==> src/design/bae_pkg.sv <==
`timescale 1ns / 1ps
// Shared widths, codes and command/status types for the block average
// and error tracker. No dependencies.
package bae_pkg;

	localparam int SAMPLE_W       = 32;
	localparam int LEN_W          = 16;
	localparam int BSUM_W         = 48;
	localparam int SOA_W          = 42;
	localparam int SOS_W          = 58;
	localparam int IDX_W          = 10;
	localparam int DIV_W          = 58;
	localparam int DVS_W          = 16;
	localparam int VAR_W          = 48;
	localparam int RAD_W          = 64;
	localparam int ROOT_W         = 32;
	localparam int FRAC_W         = 16;
	localparam int MAX_BLOCKS_DEF = 1024;
	localparam logic [LEN_W-1:0] LEN_RST = 16'd1000;

	typedef enum logic [4:0] {
		S_IDLE, S_AVG, S_AVG_W, S_SQ, S_ACC, S_MEAN, S_MEAN_W, S_MSQ, S_MSQ_W,
		S_M2, S_CLAMP, S_ZERO, S_VAR, S_VAR_W, S_SQRT, S_SQRT_W, S_OUT
	} state_t;

	typedef enum logic [4:0] {
		OP_NONE, OP_TAKE, OP_DIV_AVG, OP_GET_AVG, OP_SQUARE, OP_ACC,
		OP_DIV_MEAN, OP_GET_MEAN, OP_DIV_MSQ, OP_GET_MSQ, OP_M2, OP_CLAMP,
		OP_ZERO_ERR, OP_DIV_VAR, OP_GET_VAR, OP_SQRT, OP_GET_ERR, OP_OUT
	} op_t;

	typedef struct packed {
		op_t op;
	} cmd_t;

	typedef struct packed {
		logic blk_end;
		logic drop;
		logic first;
		logic div_done;
		logic sqrt_done;
	} sts_t;

endpackage

==> src/design/bae_div.sv <==
`timescale 1ns / 1ps
// Restoring unsigned divider, one quotient bit per cycle.
// Depends on bae_pkg.
module bae_div (
	input  logic                      clk,
	input  logic                      arst_n,
	input  logic                      start,
	input  logic [bae_pkg::DIV_W-1:0] dvd,
	input  logic [bae_pkg::DVS_W-1:0] dvs,
	output logic [bae_pkg::DIV_W-1:0] quo,
	output logic                      done
);
	import bae_pkg::*;

	localparam int CNT_W = $clog2(DIV_W);

	logic             busy_q, done_q;
	logic [CNT_W-1:0] cnt_q;
	logic [DIV_W-1:0] quo_q;
	logic [DVS_W-1:0] rem_q, dvs_q;
	logic [DVS_W:0]   trial;
	logic             fits;

	assign trial = {rem_q, quo_q[DIV_W-1]};
	assign fits  = trial >= {1'b0, dvs_q};

	always_ff @(posedge clk or negedge arst_n) begin
		if (!arst_n) begin
			busy_q <= 1'b0;
			done_q <= 1'b0;
			cnt_q  <= '0;
		end else begin
			done_q <= 1'b0;
			if (start) begin
				busy_q <= 1'b1;
				cnt_q  <= '0;
			end else if (busy_q) begin
				cnt_q <= cnt_q + 1'b1;
				if (cnt_q == CNT_W'(DIV_W-1)) begin
					busy_q <= 1'b0;
					done_q <= 1'b1;
				end
			end
		end
	end

	always_ff @(posedge clk) begin
		if (start) begin
			quo_q <= dvd;
			rem_q <= '0;
			dvs_q <= dvs;
		end else if (busy_q) begin
			quo_q <= {quo_q[DIV_W-2:0], fits};
			rem_q <= fits ? DVS_W'(trial - {1'b0, dvs_q}) : trial[DVS_W-1:0];
		end
	end

	assign quo  = quo_q;
	assign done = done_q;

	a_done_idle: assert property (@(posedge clk) disable iff (!arst_n)
		done_q |-> !busy_q) else $error("divider done while busy");
	a_done_after_busy: assert property (@(posedge clk) disable iff (!arst_n)
		$rose(done_q) |-> $past(busy_q)) else $error("divider done without run");
	a_no_restart: assert property (@(posedge clk) disable iff (!arst_n)
		busy_q |-> !start) else $error("divider restarted while busy");
endmodule

==> src/design/bae_sqrt.sv <==
`timescale 1ns / 1ps
// Bit-pair integer square root, one root bit per cycle, floor result.
// Depends on bae_pkg.
module bae_sqrt (
	input  logic                       clk,
	input  logic                       arst_n,
	input  logic                       start,
	input  logic [bae_pkg::RAD_W-1:0]  rad,
	output logic [bae_pkg::ROOT_W-1:0] root,
	output logic                       done
);
	import bae_pkg::*;

	localparam int CNT_W = $clog2(ROOT_W);

	logic              busy_q, done_q;
	logic [CNT_W-1:0]  cnt_q;
	logic [RAD_W-1:0]  rad_q;
	logic [ROOT_W+1:0] rem_q, r2, trial;
	logic [ROOT_W-1:0] root_q;
	logic              fits;

	assign r2    = {rem_q[ROOT_W-1:0], rad_q[RAD_W-1 -: 2]};
	assign trial = {root_q, 2'b01};
	assign fits  = r2 >= trial;

	always_ff @(posedge clk or negedge arst_n) begin
		if (!arst_n) begin
			busy_q <= 1'b0;
			done_q <= 1'b0;
			cnt_q  <= '0;
		end else begin
			done_q <= 1'b0;
			if (start) begin
				busy_q <= 1'b1;
				cnt_q  <= '0;
			end else if (busy_q) begin
				cnt_q <= cnt_q + 1'b1;
				if (cnt_q == CNT_W'(ROOT_W-1)) begin
					busy_q <= 1'b0;
					done_q <= 1'b1;
				end
			end
		end
	end

	always_ff @(posedge clk) begin
		if (start) begin
			rad_q  <= rad;
			rem_q  <= '0;
			root_q <= '0;
		end else if (busy_q) begin
			rad_q  <= {rad_q[RAD_W-3:0], 2'b00};
			rem_q  <= fits ? r2 - trial : r2;
			root_q <= {root_q[ROOT_W-2:0], fits};
		end
	end

	assign root = root_q;
	assign done = done_q;
endmodule

==> src/design/bae_dp.sv <==
`timescale 1ns / 1ps
// Datapath: accumulators, shared multiplier, divider and square root, output word.
// Depends on bae_pkg, bae_div, bae_sqrt.
module bae_dp #(
	parameter int MAX_BLOCKS = bae_pkg::MAX_BLOCKS_DEF
) (
	input  logic                         clk,
	input  logic                         arst_n,
	input  logic                         cfg_valid,
	input  logic [bae_pkg::LEN_W-1:0]    cfg_data,
	input  logic signed [bae_pkg::SAMPLE_W-1:0] sample,
	input  logic                         restart,
	input  bae_pkg::cmd_t                cmd,
	output bae_pkg::sts_t                sts,
	output logic signed [bae_pkg::SAMPLE_W-1:0] progressive_mean,
	output logic [bae_pkg::ROOT_W-1:0]   mean_error,
	output logic [bae_pkg::IDX_W-1:0]    block_index
);
	import bae_pkg::*;

	localparam int BD_W = $clog2(MAX_BLOCKS + 1);

	logic [LEN_W-1:0]           len_q, len_eff;
	logic [LEN_W-1:0]           sib_q, sib_eff;
	logic signed [BSUM_W-1:0]   bsum_q, bsum_eff, bsum_new;
	logic [BD_W-1:0]            bd_q, bd_eff, n_q;
	logic signed [SOA_W-1:0]    soa_q;
	logic [SOS_W-1:0]           sos_q;
	logic [LEN_W:0]             cnt;
	logic [SAMPLE_W-1:0]        avg_mag_q, mean_mag_q;
	logic signed [SAMPLE_W-1:0] avg_q, mean_q, pm_q;
	logic [2*SAMPLE_W-1:0]      sq_q;
	logic [VAR_W-1:0]           msq_q, var_q, sq_hi;
	logic [ROOT_W-1:0]          err_q, me_q;
	logic [IDX_W-1:0]           bi_q;
	logic [BSUM_W-1:0]          bsum_mag;
	logic [SOA_W-1:0]           soa_mag;
	logic [SAMPLE_W-1:0]        mul_a;
	logic                       div_start, sqrt_start;
	logic [DIV_W-1:0]           dvd, quo;
	logic [DVS_W-1:0]           dvs;
	logic [ROOT_W-1:0]          root;
	logic                       div_done, sqrt_done;

	// restart clears the accumulators and block count before the sample is taken
	assign bsum_eff = restart ? '0 : bsum_q;
	assign sib_eff  = restart ? '0 : sib_q;
	assign bd_eff   = restart ? '0 : bd_q;
	assign len_eff  = (len_q == '0) ? LEN_W'(1) : len_q;
	assign cnt      = {1'b0, sib_eff} + 1'b1;
	assign bsum_new = bsum_eff + BSUM_W'(sample);

	assign bsum_mag = bsum_q[BSUM_W-1] ? BSUM_W'(-bsum_q) : BSUM_W'(bsum_q);
	assign soa_mag  = soa_q[SOA_W-1] ? SOA_W'(-soa_q) : SOA_W'(soa_q);
	assign sq_hi    = sq_q[2*SAMPLE_W-1:FRAC_W];
	assign mul_a    = (cmd.op == OP_M2) ? mean_mag_q : avg_mag_q;

	always_comb begin
		div_start = 1'b0;
		dvd       = '0;
		dvs       = '0;
		case (cmd.op)
			OP_DIV_AVG: begin
				div_start = 1'b1;
				dvd       = DIV_W'(bsum_mag);
				dvs       = sib_q;
			end
			OP_DIV_MEAN: begin
				div_start = 1'b1;
				dvd       = DIV_W'(soa_mag);
				dvs       = DVS_W'(n_q);
			end
			OP_DIV_MSQ: begin
				div_start = 1'b1;
				dvd       = DIV_W'(sos_q);
				dvs       = DVS_W'(n_q);
			end
			OP_DIV_VAR: begin
				div_start = 1'b1;
				dvd       = DIV_W'(var_q);
				dvs       = DVS_W'(n_q - 1'b1);
			end
			default: ;
		endcase
	end

	assign sqrt_start = (cmd.op == OP_SQRT);

	bae_div u_div (
		.clk(clk), .arst_n(arst_n), .start(div_start),
		.dvd(dvd), .dvs(dvs), .quo(quo), .done(div_done)
	);

	bae_sqrt u_sqrt (
		.clk(clk), .arst_n(arst_n), .start(sqrt_start),
		.rad({var_q, FRAC_W'(0)}), .root(root), .done(sqrt_done)
	);

	always_ff @(posedge clk or negedge arst_n) begin
		if (!arst_n) begin
			len_q  <= LEN_RST;
			sib_q  <= '0;
			bsum_q <= '0;
			bd_q   <= '0;
			soa_q  <= '0;
			sos_q  <= '0;
		end else begin
			if (cfg_valid)
				len_q <= cfg_data;
			case (cmd.op)
				OP_TAKE: begin
					if (restart) begin
						soa_q <= '0;
						sos_q <= '0;
						bd_q  <= '0;
					end
					if (sts.drop) begin
						bsum_q <= bsum_eff;
						sib_q  <= sib_eff;
					end else begin
						bsum_q <= bsum_new;
						sib_q  <= cnt[LEN_W-1:0];
					end
				end
				OP_ACC: begin
					soa_q  <= soa_q + SOA_W'(avg_q);
					sos_q  <= sos_q + SOS_W'(sq_hi);
					bsum_q <= '0;
					sib_q  <= '0;
				end
				OP_OUT: bd_q <= bd_q + 1'b1;
				default: ;
			endcase
		end
	end

	always_ff @(posedge clk) begin
		case (cmd.op)
			OP_GET_AVG: begin
				avg_mag_q <= quo[SAMPLE_W-1:0];
				avg_q     <= bsum_q[BSUM_W-1] ? -quo[SAMPLE_W-1:0] : quo[SAMPLE_W-1:0];
			end
			OP_SQUARE, OP_M2: sq_q <= mul_a * mul_a;
			OP_ACC:     n_q <= bd_q + 1'b1;
			OP_GET_MEAN: begin
				mean_mag_q <= quo[SAMPLE_W-1:0];
				mean_q     <= soa_q[SOA_W-1] ? -quo[SAMPLE_W-1:0] : quo[SAMPLE_W-1:0];
			end
			OP_GET_MSQ: msq_q <= quo[VAR_W-1:0];
			OP_CLAMP:   var_q <= (msq_q > sq_hi) ? msq_q - sq_hi : '0;
			OP_GET_VAR: var_q <= quo[VAR_W-1:0];
			OP_GET_ERR: err_q <= root;
			OP_ZERO_ERR: err_q <= '0;
			OP_OUT: begin
				pm_q <= mean_q;
				me_q <= err_q;
				bi_q <= bd_q[IDX_W-1:0];
			end
			default: ;
		endcase
	end

	always_comb begin
		sts.blk_end   = cnt >= {1'b0, len_eff};
		sts.drop      = bd_eff >= BD_W'(MAX_BLOCKS);
		sts.first     = (n_q == BD_W'(1));
		sts.div_done  = div_done;
		sts.sqrt_done = sqrt_done;
	end

	assign progressive_mean = pm_q;
	assign mean_error       = me_q;
	assign block_index      = bi_q;
endmodule

==> src/design/bae_ctrl.sv <==
`timescale 1ns / 1ps
// Controller FSM: sequences the block-end arithmetic and owns the handshakes.
// Depends on bae_pkg.
module bae_ctrl (
	input  logic          clk,
	input  logic          arst_n,
	input  logic          in_valid,
	output logic          in_stall,
	output logic          out_valid,
	input  logic          out_stall,
	input  bae_pkg::sts_t sts,
	output bae_pkg::cmd_t cmd
);
	import bae_pkg::*;

	state_t state_q, state_d;
	logic   out_valid_q, load_out;

	always_ff @(posedge clk or negedge arst_n) begin
		if (!arst_n) begin
			state_q     <= S_IDLE;
			out_valid_q <= 1'b0;
		end else begin
			state_q <= state_d;
			if (load_out)
				out_valid_q <= 1'b1;
			else if (!out_stall)
				out_valid_q <= 1'b0;
		end
	end

	always_comb begin
		state_d  = state_q;
		cmd.op   = OP_NONE;
		load_out = 1'b0;
		case (state_q)
			S_IDLE: if (in_valid) begin
				cmd.op = OP_TAKE;
				if (!sts.drop && sts.blk_end)
					state_d = S_AVG;
			end
			S_AVG: begin
				cmd.op  = OP_DIV_AVG;
				state_d = S_AVG_W;
			end
			S_AVG_W: if (sts.div_done) begin
				cmd.op  = OP_GET_AVG;
				state_d = S_SQ;
			end
			S_SQ: begin
				cmd.op  = OP_SQUARE;
				state_d = S_ACC;
			end
			S_ACC: begin
				cmd.op  = OP_ACC;
				state_d = S_MEAN;
			end
			S_MEAN: begin
				cmd.op  = OP_DIV_MEAN;
				state_d = S_MEAN_W;
			end
			S_MEAN_W: if (sts.div_done) begin
				cmd.op  = OP_GET_MEAN;
				state_d = S_MSQ;
			end
			S_MSQ: begin
				cmd.op  = OP_DIV_MSQ;
				state_d = S_MSQ_W;
			end
			S_MSQ_W: if (sts.div_done) begin
				cmd.op  = OP_GET_MSQ;
				state_d = S_M2;
			end
			S_M2: begin
				cmd.op  = OP_M2;
				state_d = S_CLAMP;
			end
			S_CLAMP: begin
				cmd.op  = OP_CLAMP;
				state_d = sts.first ? S_ZERO : S_VAR;
			end
			S_ZERO: begin
				cmd.op  = OP_ZERO_ERR;
				state_d = S_OUT;
			end
			S_VAR: begin
				cmd.op  = OP_DIV_VAR;
				state_d = S_VAR_W;
			end
			S_VAR_W: if (sts.div_done) begin
				cmd.op  = OP_GET_VAR;
				state_d = S_SQRT;
			end
			S_SQRT: begin
				cmd.op  = OP_SQRT;
				state_d = S_SQRT_W;
			end
			S_SQRT_W: if (sts.sqrt_done) begin
				cmd.op  = OP_GET_ERR;
				state_d = S_OUT;
			end
			S_OUT: if (!out_valid_q || !out_stall) begin
				cmd.op   = OP_OUT;
				load_out = 1'b1;
				state_d  = S_IDLE;
			end
			default: state_d = S_IDLE;
		endcase
	end

	assign in_stall  = (state_q != S_IDLE);
	assign out_valid = out_valid_q;

	a_div_expected: assert property (@(posedge clk) disable iff (!arst_n)
		sts.div_done |-> (state_q == S_AVG_W || state_q == S_MEAN_W ||
			state_q == S_MSQ_W || state_q == S_VAR_W))
		else $error("divider finished with nobody waiting");
	a_sqrt_expected: assert property (@(posedge clk) disable iff (!arst_n)
		sts.sqrt_done |-> state_q == S_SQRT_W)
		else $error("root finished with nobody waiting");
	a_out_from_seq: assert property (@(posedge clk) disable iff (!arst_n)
		$rose(out_valid_q) |-> $past(state_q) == S_OUT)
		else $error("result word raised outside output step");
endmodule

==> src/design/block_average_error_tracker_top.sv <==
`timescale 1ns / 1ps
// Block average and standard error tracker, top level.
// Samples inside a block: accepted one per cycle, no result.
// Block end: input stalls from when the last sample is taken until the result
//   is valid (four divides on the shared divider, a root, five single steps);
//   for the first block of a run three divides, no root, six single steps.
//   A held result adds its stall.
// Reset (arst_n low): all accumulators cleared, block length 1000.
// Depends on bae_pkg, bae_ctrl, bae_dp.
module block_average_error_tracker_top #(
	parameter int MAX_BLOCKS = bae_pkg::MAX_BLOCKS_DEF
) (
	input  logic                                clk,
	input  logic                                arst_n,
	input  logic                                in_valid,
	output logic                                in_stall,
	input  logic signed [bae_pkg::SAMPLE_W-1:0] sample,
	input  logic                                restart,
	output logic                                out_valid,
	input  logic                                out_stall,
	output logic signed [bae_pkg::SAMPLE_W-1:0] progressive_mean,
	output logic [bae_pkg::ROOT_W-1:0]          mean_error,
	output logic [bae_pkg::IDX_W-1:0]           block_index,
	input  logic                                cfg_valid,
	output logic                                cfg_ready,
	input  logic [bae_pkg::LEN_W-1:0]           cfg_data
);
	import bae_pkg::*;

	cmd_t cmd;
	sts_t sts;

	assign cfg_ready = 1'b1;

	bae_ctrl u_ctrl (
		.clk(clk), .arst_n(arst_n), .in_valid(in_valid), .in_stall(in_stall),
		.out_valid(out_valid), .out_stall(out_stall), .sts(sts), .cmd(cmd)
	);

	bae_dp #(.MAX_BLOCKS(MAX_BLOCKS)) u_dp (
		.clk(clk), .arst_n(arst_n), .cfg_valid(cfg_valid), .cfg_data(cfg_data),
		.sample(sample), .restart(restart), .cmd(cmd), .sts(sts),
		.progressive_mean(progressive_mean), .mean_error(mean_error),
		.block_index(block_index)
	);
endmodule

==> config.mk <==
export PLATFORM = sky130hd
export DESIGN_NAME = block_average_error_tracker_top
export DESIGN_NICKNAME = d
export VERILOG_FILES = /design/src/design/bae_pkg.sv /design/src/design/bae_div.sv /design/src/design/bae_sqrt.sv /design/src/design/bae_dp.sv /design/src/design/bae_ctrl.sv /design/src/design/block_average_error_tracker_top.sv
export SDC_FILE = /design/constraint.sdc
export NUM_CORES = 2
export LEC_CHECK = 0
export ABC_AREA = 1
export ABC_CLOCK_PERIOD_IN_PS = 18900
export BUFFER_PORTS_ARGS = -buffer_cell sky130_fd_sc_hd__buf_2
export CAP_MARGIN = 20
export CORE_MARGIN = 10
export CORE_UTILIZATION = 30
export CTS_BUF_LIST = sky130_fd_sc_hd__clkbuf_4
export CTS_CLUSTER_SIZE = 40
export DETAILED_ROUTE_END_ITERATION = 10
export PLACE_DENSITY = 0.47
export REMOVE_ABC_BUFFERS = 1
export SLEW_MARGIN = 10
export SYNTH_ARGS = -nofsm -noshare
export SYNTH_HDL_FRONTEND = slang
export SYNTH_SLANG_ARGS = --single-unit
==> constraint.sdc <==
create_clock -name clk -period 18.9 [get_ports clk]
set_clock_uncertainty 0.2 [all_clocks]
set_input_delay 1.89 -clock clk [delete_from_list [all_inputs] [get_ports clk]]
set_output_delay 1.89 -clock clk [all_outputs]
set_load 0.01 [all_outputs]
After elaboration in Yosys (flattened, before gate mapping)
Index checks and enable logic that the tools add are counted.
- bits in registers: 819
- input port bits: 54
- add/subtract/negate cells: 14
- multipliers: 1
- magnitude comparators: 5
- equality and inequality tests: 46
- multiplexer cells: 68
- reductions and logical operators: 19
- operators by type and width (cell ; count):
    $pmux 58 s4 ; 1
    $mux 48 ; 4
    $pmux 48 s2 ; 2
    $mux 58 ; 3
    $pmux 5 s17 ; 2
    $mux 32 ; 4
    $mux 64 ; 2
    $pmux 58 s2 ; 1
    $mux 42 ; 2
    $pmux 42 s2 ; 1
    $eq 5x4->1 const B ; 16
    $mul 32x32->64 ; 1
    $mux 16 ; 4
    $pmux 32 s2 ; 1
    $mux 5 ; 12
    $add 58x48->58 ; 1
    $add 48x32->48 ; 1
    $gt 48x48->1 ; 1
    $neg 48->48 ; 1
    $pmux 16 s3 ; 1
    $sub 48x48->48 ; 1
    $add 42x32->42 ; 1
    $neg 42->42 ; 1
    $eq 5x3->1 const B ; 8
    other kinds (37) ; 81

Longest topological paths before layout
- depth after elaboration: 8
- gate-level depth with buffers: 39

Cells and area by module
A second synthesis with hierarchy kept.
- cells, all modules: 10601
- area, all modules: 83062.2 um^2
- modules (own cells, without submodules) (module ; instances ; cells each ; area each (um^2) ; seq. area each (um^2)):
    bae_dp ; 1 ; 8687 ; 69150.1 ; 16408.2
    bae_sqrt ; 1 ; 1164 ; 8056.5 ; 3378.2
    bae_div ; 1 ; 630 ; 5149.9 ; 2742.6
    bae_ctrl ; 1 ; 118 ; 694.4 ; 150.1
    block_average_error_tracker_top ; 1 ; 2 ; 11.3 ; 0.0

Least setup slack after synthesis
Ideal clock, no wire load.
- path kind: reg2reg
- start: register u_ctrl.state_q[3]
- end: register u_dp.sq_q[61], data pin
- setup time: 252 ps
- arrival: 7296 ps
- data required time: 18448 ps
- slack: 11152 ps
- cell stages (with the launch flop): 34
- buffers on the path: 2
- cell sequence: dfrtp_1 inv_2 nor2_4 nand3_2 buf_2 nand2_1 o21ai_4 inv_2 clkbuf_1 nor2_1 fa_1 inv_1 fa_1 inv_1 fa_1 inv_1 fa_1 inv_1 fa_1 fa_1 fa_1 inv_1 fa_1 inv_1 ha_1 a21o_1 a31oi_1 o21ai_0 a21oi_1 nor2_1 a211oi_1 nand2_1 nand2_1 nand2_1
- cells in the longest elaborated chain, start to end: 5
- ends and longest elaborated chain (what ; RTL line ; RTL):
    from (decl) ; bae_ctrl.sv:16 ; state_t state_q, state_d;
    from (signal assigned) ; bae_ctrl.sv:24 ; state_q <= state_d;
    $eq 5x5->1 (tied with other cells) ; bae_ctrl.sv:36 ; case (state_q)
    $pmux 5 s17 (*) ; bae_ctrl.sv:36 ;
    $eq 5x4->1 (*) ; bae_dp.sv:56 ; assign mul_a = (cmd.op == OP_M2) ? mean_mag_q : avg_mag_q;
    $mux 32 (*) ; bae_dp.sv:56 ;
    $mul 32x32->64 (*) ; bae_dp.sv:143 ; OP_SQUARE, OP_M2: sq_q <= mul_a * mul_a;
    to (signal assigned) ; bae_dp.sv:143 ;
    to (decl) ; bae_dp.sv:32 ; logic [2*SAMPLE_W-1:0] sq_q;
Every way passes the cells marked *; elsewhere a longest branch is shown, timed or not.
A chain may end at the register's enable or synchronous reset.

Worst setup path after layout
- start: register u_ctrl.state_q[3]
- end: register u_dp.sq_q[56], data pin
The elaborated chain is that of the path after synthesis.

==> impl_metrics.toml <==
[status]
status = "finished, final reports clean"

[clocking]
root_buffer = "clkbuf_4"
postCtsHoldBufs = 0
cts_repair_resize_count = 0
cts_made_buffers = 244
cts_tree = "done"
cts.clk_slew.worst_paths_ns = 0.07
cts.htree.levels = 4
clk_latency_ns = 1.39
cts_buffer_depth = 4
post_cts_buffers = 0
clkSinkCount = 801

[sta]
final_hold_viol_count = 0
setup_violations = 0
rsz0062_at_grt = "false"
hold_slack_ns = 0.211
max_freq_ghz = 0.0967
layout_min_cycle_time_ns = 10.34
slew-limit-headroom_pct = 14.7
finalCritPeriodShare_pct = 54.7
slew_viol_final = 0
fin_setup_tns_ns = 0
worst_slew_pin_slew_ns = 1.27

[die]
start_util_pct = 30.1
ioPinCount = 131
fp.dieH_um = 539
die_w_um = 539
rows = 190
dieArea_mm2 = 0.290
core_mm2 = 0.268

[final_layout]
fill_cells = 28800
drive_gt1_share_pct = 7.77
design_area_mm2 = 0.0889
final_cell_mix = "inv_1, nand2_1, nor2_1, fa_1, o21ai_0"
finalNetCount = 11600
layout_commonest_cell = "inv_1"
final_util_pct = 33.2
syn_to_final_growth_pct = 10.2

[worst_setup_path]
crit_path_frequent_cell = "fa_1"
crit_fanout = 35
cp_slowest_cell = "inv_2"
arrival_ns = 11.19
critical_path.max_stage_delay_ns = 0.80
worstPathRequired_ns = 19.75
startpoint_type = "flip-flop"
path_class = "reg2reg"
setup.worst_path.end_class = "flip-flop"

[yosys]
yosys_warnings = 0
seq_area_frac_synth_pct = 27.5
synth_xor_area_share_pct = 2.78
synthTopCellsByArea = "fa_1, edfxtp_1, inv_1, nand2_1, ha_1"
synth-simple-area-share_pct = 19.2
synth_largest_area_cell = "fa_1"
synth_edf_count = 509
syn_inst = 9999
async_reset_ff_share_pct = 26.5
synth.mux.area_fraction_pct = 0
synth_top_family_by_area = "adder cells"
synth_compound_area_share_pct = 11.8
synthAdderAreaFrac_pct = 28.3
syn-cell-area_mm2 = 0.0807
synth_top_area_share_pct = 19.8
postSynthAreaPerCell_um2 = 8.07
yosys_most_used_dff = "edfxtp_1"
ys_ff_latch = 801
yosysUniqueCellTypes = 74

[drt]
drt_first_pass_iters = 6
routedWlPerCell_um = 24.6
ant_nets = 0
drt-vias-per-instance = 5.09
dr_total_vias = 71400
drc = 0
drt_iter0_drc = 6592
wirelength_um = 345000

[placed_design]
dp_hpwl_um = 278000
gp_congestion = 0.962
dpl_cell_area_mm2 = 0.0856
portBuffers = 129

[run]
cap_violations = 0

[global_routing]
grt_pass1_vias = 73500
grt_pass1_wl_um = 504000
grt_max_degree = 77
antenna_found_initial = 42
overflow = 0
track_usage_pct = 23.2

[worst_hold_path]
min_path_type = "reg2reg"
## worst max-delay path, delay by kind of cell (launching register included)
kind / cells / cell delay (ns)
fa+ha+maj: 9 / 4.61
buf+inv: 11 / 2.55
simple gates: 9 / 1.31
compound gates: 3 / 0.57
flops: 1 / 0.44
xor+xnor: 1 / 0.37
## final timing paths
| kind | start | endpoint | slack [ns] | depth (start not counted) |
|---|---|---|---|---|
| setup / recovery | u_ctrl.state_q[3]$_DFFE_PN0P_ | u_dp.sq_q[56]$_DFFE_PP_ | 8.56 | 33 |
| hold / removal | u_dp.u_div.quo[39]$_DFFE_PP_ | u_dp.msq_q[39]$_DFFE_PN_ | 0.21 | 0 |
| setup reg to reg | u_ctrl.state_q[3]$_DFFE_PN0P_ | u_dp.sq_q[56]$_DFFE_PP_ | 8.56 | 33 |
| hold reg to reg | u_dp.u_div.quo[39]$_DFFE_PP_ | u_dp.msq_q[39]$_DFFE_PN_ | 0.21 | 0 |
| max in group asynchronous | arst_n | u_dp.soa_q[3]$_DFFE_PN0P_ | 16.27 | 3 |
| min in group asynchronous | arst_n | u_dp.sib_q[7]$_DFFE_PN0P_ | 0.34 | 1 |
## sequential cells by signal, indices dropped and copies added, names as in the netlist, 42 cells and up
name,count
u_dp.bsum_q,48
u_dp.msq_q,48
u_dp.soa_q,42
u_dp.sos_q,58
u_dp.sq_q,48
u_dp.u_div.quo,58
u_dp.u_sqrt.rad_q,48
u_dp.var_q,48
## synthesized netlist by cell type (48+ instances only)
| cell | instances |
|---|---|
| o21ai_0 | 622 |
| nand2_1 | 1846 |
| ha_1 | 548 |
| edfxtp_1 | 509 |
| o22ai_1 | 104 |
| fa_1 | 797 |
| a21o_1 | 58 |
| xnor2_1 | 77 |
| dfxtp_1 | 80 |
| xor2_1 | 179 |
| inv_1 | 1908 |
| a21oi_1 | 489 |
| buf_2 | 95 |
| a31oi_1 | 70 |
| o21bai_1 | 48 |
| nand3_1 | 363 |
| nor3_1 | 105 |
| nor2_1 | 1173 |
| nand4_1 | 112 |
| clkbuf_1 | 123 |
| dfrtp_1 | 206 |
## cell type report
class / count / area (um^2) / area share, %
Tap cell: 3552 / 4440 / 5.00
Antenna cell: 15 / 37.5 / 0.0422
Sequential cell: 801 / 22200 / 25.0
Inverter: 1951 / 7330 / 8.24
Clock buffer: 362 / 2720 / 3.06
Clock inverter: 96 / 509 / 0.573
Multi-Input combinational cell: 7002 / 50200 / 56.4
Timing Repair Buffer: 236 / 1490 / 1.67
## routing by layer
layer  wire length, um  track usage, %  share of wire (%)
met3             27000            4.59                7.8
met4             11400            7.03                3.3
met1            155000            32.1                 45
met2            152000            36.5                 44
met5               177               0              0.051
## cell families (layout without fill, tap and decap cells)
logic type / after synthesis / in the layout
AO/OA/AOI/OAI: 1649 / 1649
XOR/XNOR: 256 / 256
adder cells (fa/ha/maj): 1345 / 1345
buffers and inverters: 2196 / 2645
flip-flops: 801 / 801
other: 1 / 16
AND/OR/NAND/NOR: 3751 / 3751
## stage by stage
stage / worst slack [ns] / std cells
5_1_grt: 8.25 / 14000
2_1_floorplan: 9.68 / 9754
3_5_place_dp: 8.66 / 13500
3_3_place_gp: 8.73 / 13500
4_1_cts: 8.65 / 14000
6_report: 8.56 / 14000
Power is left out: the tool's default activity adds up to more than one toggle a clock period on the data nets, which glitch-free logic cannot reach.
